### src/rtl/core/dmba_pkg.sv
`default_nettype none

package dmba_pkg;

    localparam int MAX_DEVICES_DEF = 4;
    localparam int QUEUE_DEPTH_DEF = 16;
    localparam int BYTE_BITS_DEF   = 40;

    // fixed field widths
    localparam int FIELD_BYTES_W = 40;
    localparam int TAG_W         = 8;
    localparam int DEV_W         = 3;
    localparam int CFG_IDX_W     = 3;

    localparam logic OP_ALLOC   = 1'b0;
    localparam logic OP_RELEASE = 1'b1;

    localparam logic [CFG_IDX_W-1:0] CFG_ACTIVE = 3'd0;
    localparam logic [CFG_IDX_W-1:0] CFG_CAP0   = 3'd1;
    localparam logic [CFG_IDX_W-1:0] CFG_CAP3   = 3'd4;

    typedef enum logic [2:0] {
        STAT_GRANT   = 3'd0,
        STAT_QUEUED  = 3'd1,
        STAT_INVALID = 3'd2,
        STAT_FULL    = 3'd3,
        STAT_DONE    = 3'd4
    } t_status;

    typedef enum logic [1:0] {
        ST_IDLE,
        ST_EXEC,
        ST_DRAIN
    } t_state;

    // update strobes for the per-device budget and queue pointers
    typedef struct packed {
        logic sub;
        logic add;
        logic push;
        logic pop;
    } t_bud_cmd;

endpackage

`default_nettype wire

### src/rtl/core/dmba_wait_mem.sv
`default_nettype none

module dmba_wait_mem import dmba_pkg::*; #(
    parameter int DEPTH  = MAX_DEVICES_DEF * QUEUE_DEPTH_DEF,
    parameter int WIDTH  = BYTE_BITS_DEF + TAG_W,
    parameter int ADDR_W = 6
) (
    input  wire logic              i_clk,
    input  wire logic              i_we,
    input  wire logic [ADDR_W-1:0] i_waddr,
    input  wire logic [WIDTH-1:0]  i_wdata,
    input  wire logic              i_re,
    input  wire logic [ADDR_W-1:0] i_raddr,
    output logic      [WIDTH-1:0]  o_rdata
);

    logic [WIDTH-1:0] r_mem [DEPTH];
    logic [WIDTH-1:0] r_rdata;

    always_ff @(posedge i_clk) begin
        if (i_we) begin
            r_mem[i_waddr] <= i_wdata;
        end
    end

    always_ff @(posedge i_clk) begin
        if (i_re) begin
            r_rdata <= r_mem[i_raddr];
        end
    end

    assign o_rdata = r_rdata;

endmodule

`default_nettype wire

### src/rtl/core/dmba_budget.sv
`default_nettype none

module dmba_budget import dmba_pkg::*; #(
    parameter int MAX_DEVICES = MAX_DEVICES_DEF,
    parameter int QUEUE_DEPTH = QUEUE_DEPTH_DEF,
    parameter int BYTE_BITS   = BYTE_BITS_DEF,
    parameter int DEV_IW      = 2,
    parameter int PTR_W       = 4,
    parameter int CNT_W       = 5
) (
    input  wire logic                 i_clk,
    input  wire logic                 i_rst_n,
    input  wire logic                 i_ld_en,
    input  wire logic [DEV_IW-1:0]    i_ld_dev,
    input  wire logic [BYTE_BITS-1:0] i_ld_val,
    input  wire logic [DEV_IW-1:0]    i_dev,
    input  wire t_bud_cmd             i_cmd,
    input  wire logic [BYTE_BITS-1:0] i_opnd,
    output logic      [BYTE_BITS-1:0] o_free,
    output logic      [PTR_W-1:0]     o_head,
    output logic      [PTR_W-1:0]     o_head_next,
    output logic      [PTR_W-1:0]     o_tail,
    output logic      [CNT_W-1:0]     o_cnt
);

    logic [BYTE_BITS-1:0] r_free [MAX_DEVICES];
    logic [PTR_W-1:0]     r_head [MAX_DEVICES];
    logic [PTR_W-1:0]     r_tail [MAX_DEVICES];
    logic [CNT_W-1:0]     r_cnt  [MAX_DEVICES];

    logic [BYTE_BITS:0]   sum;
    logic [BYTE_BITS-1:0] n_free;
    logic [PTR_W-1:0]     tail_next;

    assign o_free = r_free[i_dev];
    assign o_head = r_head[i_dev];
    assign o_tail = r_tail[i_dev];
    assign o_cnt  = r_cnt[i_dev];

    assign o_head_next = (o_head == PTR_W'(QUEUE_DEPTH - 1)) ? '0 : o_head + 1'b1;
    assign tail_next   = (o_tail == PTR_W'(QUEUE_DEPTH - 1)) ? '0 : o_tail + 1'b1;

    // saturating add on release, plain subtract on grant
    assign sum = {1'b0, o_free} + {1'b0, i_opnd};

    always_comb begin
        n_free = o_free;
        if (i_cmd.add) begin
            n_free = sum[BYTE_BITS] ? '1 : sum[BYTE_BITS-1:0];
        end else if (i_cmd.sub) begin
            n_free = o_free - i_opnd;
        end
    end

    always_ff @(posedge i_clk) begin
        if (!i_rst_n) begin
            for (int i = 0; i < MAX_DEVICES; i++) begin
                r_free[i] <= '0;
                r_head[i] <= '0;
                r_tail[i] <= '0;
                r_cnt[i]  <= '0;
            end
        end else begin
            for (int i = 0; i < MAX_DEVICES; i++) begin
                if (i_ld_en && (i_ld_dev == DEV_IW'(i))) begin
                    r_free[i] <= i_ld_val;
                end else if ((i_cmd.add || i_cmd.sub) && (i_dev == DEV_IW'(i))) begin
                    r_free[i] <= n_free;
                end
                if (i_dev == DEV_IW'(i)) begin
                    if (i_cmd.push) begin
                        r_tail[i] <= tail_next;
                        r_cnt[i]  <= o_cnt + 1'b1;
                    end else if (i_cmd.pop) begin
                        r_head[i] <= o_head_next;
                        r_cnt[i]  <= o_cnt - 1'b1;
                    end
                end
            end
        end
    end

endmodule

`default_nettype wire

### src/rtl/core/device_memory_budget_allocator_unit.sv
`default_nettype none

// Channel  | Handshake                  | Payload
// ---------+----------------------------+-------------------------------------------
// request  | i_in_valid / o_in_ready    | i_op i_device i_byte_count i_requester
// result   | o_out_valid / i_out_ready  | o_status o_grant_requester o_grant_device
//          |                            |   o_grant_bytes o_last
// config   | i_cfg_we (no wait)         | i_cfg_idx i_cfg_wdata
//
// An allocation is accepted, then does one read-compare-write of the device
// budget; a request to an invalid device only returns its status. A release
// does a budget add, then one wait-queue memory read per drained grant, the
// read for the next head issued while the current head is granted.
// Synchronous active-low reset zeroes all budgets and queue pointers; the
// wait-queue memory is not cleared. A stalled result register stalls the
// sequencer but the next request is still taken while a result waits.

module device_memory_budget_allocator_unit import dmba_pkg::*; #(
    parameter int MAX_DEVICES = MAX_DEVICES_DEF,
    parameter int QUEUE_DEPTH = QUEUE_DEPTH_DEF,
    parameter int BYTE_BITS   = BYTE_BITS_DEF
) (
    input  wire logic                     i_clk,
    input  wire logic                     i_rst_n,
    input  wire logic                     i_cfg_we,
    input  wire logic [CFG_IDX_W-1:0]     i_cfg_idx,
    input  wire logic [FIELD_BYTES_W-1:0] i_cfg_wdata,
    input  wire logic                     i_in_valid,
    output logic                          o_in_ready,
    input  wire logic                     i_op,
    input  wire logic [DEV_W-1:0]         i_device,
    input  wire logic [FIELD_BYTES_W-1:0] i_byte_count,
    input  wire logic [TAG_W-1:0]         i_requester,
    output logic                          o_out_valid,
    input  wire logic                     i_out_ready,
    output logic      [2:0]               o_status,
    output logic      [TAG_W-1:0]         o_grant_requester,
    output logic      [DEV_W-1:0]         o_grant_device,
    output logic      [FIELD_BYTES_W-1:0] o_grant_bytes,
    output logic                          o_last
);

    localparam int DEV_IW  = (MAX_DEVICES > 1) ? $clog2(MAX_DEVICES) : 1;
    localparam int PTR_W   = (QUEUE_DEPTH > 1) ? $clog2(QUEUE_DEPTH) : 1;
    localparam int CNT_W   = $clog2(QUEUE_DEPTH + 1);
    localparam int ENTRIES = MAX_DEVICES * QUEUE_DEPTH;
    localparam int ADDR_W  = (ENTRIES > 1) ? $clog2(ENTRIES) : 1;
    localparam int ENT_W   = BYTE_BITS + TAG_W;

    t_state r_state, n_state;

    logic                 r_op;
    logic [DEV_W-1:0]     r_dev;
    logic [BYTE_BITS-1:0] r_bytes;
    logic [TAG_W-1:0]     r_tag;
    logic [DEV_W-1:0]     r_active;

    logic                     r_out_valid;
    t_status                  r_out_status;
    logic [TAG_W-1:0]         r_out_tag;
    logic [DEV_W-1:0]         r_out_dev;
    logic [FIELD_BYTES_W-1:0] r_out_bytes;
    logic                     r_out_last;

    logic                 accept;
    logic                 out_free;
    logic                 dev_ok;
    logic [DEV_IW-1:0]    dev_idx;
    logic [DEV_W-1:0]     ld_dev;
    logic                 ld_en;

    logic [BYTE_BITS-1:0] bud_free;
    logic [PTR_W-1:0]     bud_head;
    logic [PTR_W-1:0]     bud_head_next;
    logic [PTR_W-1:0]     bud_tail;
    logic [CNT_W-1:0]     bud_cnt;
    t_bud_cmd             cmd;
    logic [BYTE_BITS-1:0] opnd;

    logic                 mem_we;
    logic                 mem_re;
    logic [ADDR_W-1:0]    mem_waddr;
    logic [ADDR_W-1:0]    mem_raddr;
    logic [ADDR_W-1:0]    dev_base;
    logic [ENT_W-1:0]     mem_rdata;
    logic [BYTE_BITS-1:0] ent_bytes;
    logic [TAG_W-1:0]     ent_tag;

    logic                 fits_req;
    logic                 fits_head;
    logic                 queue_full;

    logic                 emit;
    t_status              e_status;
    logic [TAG_W-1:0]     e_tag;
    logic [BYTE_BITS-1:0] e_bytes;
    logic                 e_last;

    assign accept   = i_in_valid && o_in_ready;
    assign out_free = !r_out_valid || i_out_ready;

    assign dev_ok  = ({1'b0, r_dev} < {1'b0, r_active}) &&
                     ({1'b0, r_dev} < (DEV_W + 1)'(MAX_DEVICES));
    assign dev_idx = r_dev[DEV_IW-1:0];

    // capacity writes load the matching budget counter
    assign ld_dev = i_cfg_idx - CFG_CAP0;
    assign ld_en  = i_cfg_we && (i_cfg_idx >= CFG_CAP0) && (i_cfg_idx <= CFG_CAP3) &&
                    ({1'b0, ld_dev} < (DEV_W + 1)'(MAX_DEVICES));

    assign ent_bytes = mem_rdata[BYTE_BITS-1:0];
    assign ent_tag   = mem_rdata[ENT_W-1 -: TAG_W];

    assign queue_full = (bud_cnt == CNT_W'(QUEUE_DEPTH));
    assign fits_req   = (bud_free >= r_bytes);
    assign fits_head  = (bud_cnt != '0) && (bud_free >= ent_bytes);
    assign opnd       = (r_state == ST_DRAIN) ? ent_bytes : r_bytes;

    assign dev_base  = ADDR_W'(dev_idx) * ADDR_W'(QUEUE_DEPTH);
    assign mem_waddr = dev_base + ADDR_W'(bud_tail);

    always_comb begin
        n_state = r_state;
        unique case (r_state)
            ST_IDLE: begin
                if (accept) begin
                    n_state = ST_EXEC;
                end
            end
            ST_EXEC: begin
                if (dev_ok && (r_op == OP_RELEASE)) begin
                    n_state = ST_DRAIN;
                end else if (out_free) begin
                    n_state = ST_IDLE;
                end
            end
            ST_DRAIN: begin
                if (!fits_head && out_free) begin
                    n_state = ST_IDLE;
                end
            end
            default: n_state = ST_IDLE;
        endcase
    end

    always_comb begin
        o_in_ready = 1'b0;
        cmd        = '0;
        mem_we     = 1'b0;
        mem_re     = 1'b0;
        mem_raddr  = dev_base + ADDR_W'(bud_head);
        emit       = 1'b0;
        e_status   = STAT_GRANT;
        e_tag      = r_tag;
        e_bytes    = r_bytes;
        e_last     = 1'b1;
        unique case (r_state)
            ST_IDLE: begin
                o_in_ready = 1'b1;
            end
            ST_EXEC: begin
                if (!dev_ok) begin
                    emit     = out_free;
                    e_status = STAT_INVALID;
                    e_tag    = (r_op == OP_RELEASE) ? '0 : r_tag;
                end else if (r_op == OP_ALLOC) begin
                    emit = out_free;
                    if (fits_req) begin
                        cmd.sub  = out_free;
                        e_status = STAT_GRANT;
                    end else if (!queue_full) begin
                        cmd.push = out_free;
                        mem_we   = out_free;
                        e_status = STAT_QUEUED;
                    end else begin
                        e_status = STAT_FULL;
                    end
                end else begin
                    // release: add back, fetch the queue head
                    cmd.add = 1'b1;
                    mem_re  = 1'b1;
                end
            end
            ST_DRAIN: begin
                emit = out_free;
                if (fits_head) begin
                    cmd.sub   = out_free;
                    cmd.pop   = out_free;
                    mem_re    = out_free;
                    mem_raddr = dev_base + ADDR_W'(bud_head_next);
                    e_status  = STAT_GRANT;
                    e_tag     = ent_tag;
                    e_bytes   = ent_bytes;
                    e_last    = 1'b0;
                end else begin
                    e_status = STAT_DONE;
                    e_tag    = '0;
                end
            end
            default: begin
                o_in_ready = 1'b0;
            end
        endcase
    end

    always_ff @(posedge i_clk) begin
        if (!i_rst_n) begin
            r_state     <= ST_IDLE;
            r_active    <= DEV_W'(4);
            r_out_valid <= 1'b0;
        end else begin
            r_state <= n_state;
            if (i_cfg_we && (i_cfg_idx == CFG_ACTIVE)) begin
                r_active <= i_cfg_wdata[DEV_W-1:0];
            end
            if (emit) begin
                r_out_valid <= 1'b1;
            end else if (i_out_ready) begin
                r_out_valid <= 1'b0;
            end
        end
    end

    always_ff @(posedge i_clk) begin
        if (accept) begin
            r_op    <= i_op;
            r_dev   <= i_device;
            r_bytes <= BYTE_BITS'(i_byte_count);
            r_tag   <= i_requester;
        end
        if (emit) begin
            r_out_status <= e_status;
            r_out_tag    <= e_tag;
            r_out_dev    <= r_dev;
            r_out_bytes  <= FIELD_BYTES_W'(e_bytes);
            r_out_last   <= e_last;
        end
    end

    dmba_budget #(
        .MAX_DEVICES (MAX_DEVICES),
        .QUEUE_DEPTH (QUEUE_DEPTH),
        .BYTE_BITS   (BYTE_BITS),
        .DEV_IW      (DEV_IW),
        .PTR_W       (PTR_W),
        .CNT_W       (CNT_W)
    ) u_budget (
        .i_clk       (i_clk),
        .i_rst_n     (i_rst_n),
        .i_ld_en     (ld_en),
        .i_ld_dev    (ld_dev[DEV_IW-1:0]),
        .i_ld_val    (BYTE_BITS'(i_cfg_wdata)),
        .i_dev       (dev_idx),
        .i_cmd       (cmd),
        .i_opnd      (opnd),
        .o_free      (bud_free),
        .o_head      (bud_head),
        .o_head_next (bud_head_next),
        .o_tail      (bud_tail),
        .o_cnt       (bud_cnt)
    );

    dmba_wait_mem #(
        .DEPTH  (ENTRIES),
        .WIDTH  (ENT_W),
        .ADDR_W (ADDR_W)
    ) u_wait_mem (
        .i_clk   (i_clk),
        .i_we    (mem_we),
        .i_waddr (mem_waddr),
        .i_wdata ({r_tag, r_bytes}),
        .i_re    (mem_re),
        .i_raddr (mem_raddr),
        .o_rdata (mem_rdata)
    );

    assign o_out_valid       = r_out_valid;
    assign o_status          = r_out_status;
    assign o_grant_requester = r_out_tag;
    assign o_grant_device    = r_out_dev;
    assign o_grant_bytes     = r_out_bytes;
    assign o_last            = r_out_last;

endmodule

`default_nettype wire

### config.mk
export PLATFORM = sky130hd
export DESIGN_NAME = device_memory_budget_allocator_unit
export DESIGN_NICKNAME = d
export VERILOG_FILES = /design/src/rtl/core/dmba_pkg.sv /design/src/rtl/core/dmba_wait_mem.sv /design/src/rtl/core/dmba_budget.sv /design/src/rtl/core/device_memory_budget_allocator_unit.sv
export SDC_FILE = /design/constraint.sdc
export NUM_CORES = 2
export LEC_CHECK = 0
export BUFFER_PORTS_ARGS = -buffer_cell sky130_fd_sc_hd__buf_4
export CAP_MARGIN = 20
export CORE_MARGIN = 10
export CORE_UTILIZATION = 45
export CTS_CLUSTER_SIZE = 8
export DETAILED_ROUTE_END_ITERATION = 8
export GPL_ROUTABILITY_DRIVEN = 0
export SYNTH_ARGS = -nofsm -noshare
export SYNTH_HDL_FRONTEND = slang
export SYNTH_SLANG_ARGS = --single-unit
### constraint.sdc
create_clock -name i_clk -period 16.85 [get_ports i_clk]
set_clock_uncertainty 0.2 [all_clocks]
set_input_delay 3.37 -clock i_clk [delete_from_list [all_inputs] [get_ports i_clk]]
set_output_delay 3.37 -clock i_clk [all_outputs]
set_load 0.005 [all_outputs]
==> impl_metrics.env <==
export IMPL_core_area_sq_um=318000
export IMPL_syn_avg_cell_area_sq_um=12.9
export IMPL_rows=207
export IMPL_cts_resized_gates=0
export IMPL_track_usage_pct=29.7
export IMPL_finalCritPeriodShare_pct=55.5
export IMPL_arrival_ns=9.94
export IMPL_synth_xor_area_share_pct=0.226
export IMPL_wl_per_cell_um=33.7
export IMPL_yosys_warnings=0
export IMPL_synth_cell_type_count=83
export IMPL_critPathMaxStageDelay_ns=0.85
export IMPL_fmax_mhz=107
export IMPL_grt_pass1_vias=94400
export IMPL_synth_top_family_by_area="simple AND/OR/NAND/NOR gates"
export IMPL_ioPinCount=157
export IMPL_synth_edf_count=3439
export IMPL_synth_compound_area_share_pct=6.89
export IMPL_layout_common_cells="3439 x edfxtp_1, 2895 x nand2_1, 1364 x nand3_1, 472 x clkbuf_16, 454 x buf_4"
export IMPL_cts_root_buf="clkbuf_16"
export IMPL_post_route_util_pct=51.3
export IMPL_tritoncts="built"
export IMPL_pwr_share_seq_pct=46.7
export IMPL_vias=101000
export IMPL_drt_first_pass_iters=7
export IMPL_cts_buffers_inserted=472
export IMPL_p_leak_uw=0.0565
export IMPL_synth_area_sq_um=143000
export IMPL_p_switching_uw=5340
export IMPL_holdWs_ns=0.265
export IMPL_grt_pass1_wl_mm=729
export IMPL_die_h_um=585
export IMPL_rsz0062_at_grt="false"
export IMPL_finalSetupViolCount=0
export IMPL_cp_max_fo=188
export IMPL_seq_area_frac_synth_pct=72.1
export IMPL_ys_seq_elements=3447
export IMPL_postRouteAntennaNets=0
export IMPL_worstPathRequired_ns=17.44
export IMPL_ctsHoldBuffers=0
export IMPL_tightestPinTransition_ns=1.30
export IMPL_max_cap_viol_count=0
export IMPL_nets=11600
export IMPL_power_density_nw_per_um2=126
export IMPL_pwr_share_clk_pct=41.3
export IMPL_synth_simple_area_share_pct=14.2
export IMPL_insertion_delay_ns=1.01
export IMPL_avgViaCountPerCell=6.46
export IMPL_cts_sinks=3447
export IMPL_syn_nets=11400
export IMPL_peakVddDrop_mv=0.109
export IMPL_postCtsSetupBuffers=0
export IMPL_final_common_cell="edfxtp_1"
export IMPL_relSlewSlack_pct=13.5
export IMPL_synthCells=11100
export IMPL_finalSetupTns_ns=0
export IMPL_min_period_ns=9.35
export IMPL_path_cells="buf_4 -> mux4_2 -> ha_1 -> nand4_1 -> nor4_1 -> nand2_1 -> a211oi_1 -> o31a_2 -> buf_4 -> mux2_8 -> buf_4 -> buf_12 -> buf_4 -> nand2_1 -> nand3_1 -> nand3_1 -> a311oi_1 -> nor4_1 -> nor4_1"
export IMPL_fin_cells=15600
export IMPL_synthFlopType="edfxtp_1"
export IMPL_finalWirelength_mm=527
export IMPL_die_x_um=585
export IMPL_end_kind="flip-flop"
export IMPL_synth_async_sr_flop_share_pct=0
export IMPL_hp_class="reg2reg"
export IMPL_dr_first_iter_drc_count=16600
export IMPL_critPathMostFrequentCell="buf_4"
export IMPL_clk_pin_slew_ns=0.05
export IMPL_areaGrowthSynthToFinish_pct=13.6
export IMPL_startpoint_type="flip-flop"
export IMPL_io_buffers=156
export IMPL_drv_slew=0
export IMPL_synthAdderAreaFrac_pct=1.51
export IMPL_p_int_uw=15200
export IMPL_critPathSlowestCell="buf_4"
export IMPL_h_tree_depth=5
export IMPL_synthMuxAreaShare_pct=2.46
export IMPL_hold_violations=0
export IMPL_route_detailed_drc=0
export IMPL_dieArea_sq_um=342000
export IMPL_final_area_sq_um=163000
export IMPL_layout_drive_gt1_share_pct=10.2
export IMPL_grt_max_degree=189
export IMPL_sw_frac_of_total_pct=26.0
export IMPL_start_util_pct=45.1
export IMPL_dp_hpwl_mm=292
export IMPL_placed_area_sq_um=150000
export IMPL_p_comb_share_pct=12.0
export IMPL_path_class="reg2reg"
export IMPL_antenna_found_initial=31
export IMPL_post_place_cells=15100
export IMPL_clock_path_buffers=4
export IMPL_grt_overflow=0
export IMPL_status="finished clean"
-- power by group through the flow --
stage | sequential, uW | combinational (uW) | clock [uW]
after floorplan | 9780 | 1430 | 0
after global placement | 9730 | 2350 | 0
after detailed placement | 9730 | 2380 | 0
after CTS | 9570 | 2390 | 8520
after global routing | 9560 | 2610 | 8880
final | 9570 | 2460 | 8470
-- sequential cells by signal, indices dropped and copies added (netlist names), 2 cells and up, named ones only --
register	count
o_grant_bytes	40
o_grant_device	3
o_grant_requester	8
o_status	3
r_active	3
r_bytes	40
r_dev	3
r_state	2
r_tag	8
u_budget.r_cnt	20
u_budget.r_free	160
u_budget.r_head	16
u_budget.r_tail	16
u_wait_mem.o_rdata	48
u_wait_mem.r_mem	3072
-- path summary, 6_finish.rpt --
kind	slack [ns]	cells after the start	startpoint	end
worst max-delay path	7.50	19	flip-flop	u_wait_mem.o_rdata[32]$_DFFE_PP_
worst min-delay path	0.27	2	r_active[1]$_SDFFE_PN0P_	r_active[1]$_SDFFE_PN0P_
worst max register to register	7.50	19	flip-flop	u_wait_mem.o_rdata[32]$_DFFE_PP_
worst min register to register	0.27	2	r_active[1]$_SDFFE_PN0P_	r_active[1]$_SDFFE_PN0P_
-- through the flow --
step	setup WS, ns	power [uW]
after floorplan	8.83	11200
after global placement	7.60	12100
after detailed placement	7.52	12100
after CTS	7.53	20500
after global routing	6.84	21100
final	7.50	20500
-- Yosys cell counts (all sizes together) (43+ instances only) --
library cell | n | share of area [%]
a311oi | 46 | 0.28
a32o | 45 | 0.31
o22ai | 54 | 0.24
a21oi | 423 | 1.5
and3 | 83 | 0.36
nor3 | 55 | 0.19
a31oi | 132 | 0.58
a22o | 108 | 0.66
mux2i | 223 | 1.6
mux4 | 53 | 0.83
nand2 | 2901 | 7.6
nor2 | 257 | 0.67
o21ai | 319 | 1.1
nand3 | 1366 | 4.8
edfxtp | 3439 | 72
ha | 170 | 1.5
buf | 336 | 1.2
a32oi | 45 | 0.27
inv | 173 | 0.45
a221oi | 58 | 0.39
clkbuf | 360 | 0.94
nand4 | 43 | 0.19
-- layer usage --
metal,GRT usage (%),up-vias,wire [um]
li1,-,41500,-
met3,7.77,1413,70700
met2,44.3,7582,230000
met4,15.3,12,31600
met5,0,-,72
met1,40.3,50600,195000
-- kinds of logic (layout without fill, tap and decap cells) --
family	Yosys count	count (layout)
and+or+nand+nor	4806	4806
AOI/OAI and AO/OA	1503	1503
DFF	3447	3447
other	0	27
xor gates and xnor gates	37	37
muxes	284	284
buffers and inverters	872	1188
adders and majority gates	172	172
-- worst max-delay path: cells and delay by family, from the launching register on --
family	cells	cell delay (ns)
buffers and inverters	5	3.43
and+or+nand+nor	8	1.66
muxes	2	1.42
AOI/OAI and AO/OA	3	1.07
DFF	1	0.66
adders and majority gates	1	0.35
-- final cells by class --
class                   count  area, sq um
clock inverters            33          741
fillers                 26300       155000
multi-input cells        6802        37100
repair buffers            476         3830
flip-flops and latches   3447       103000
well taps                4180         5230
inverters                 176          663
diodes                     27         67.6
clock buffers             503        11900
No activity file was read; power rests on OpenSTA's default activity.
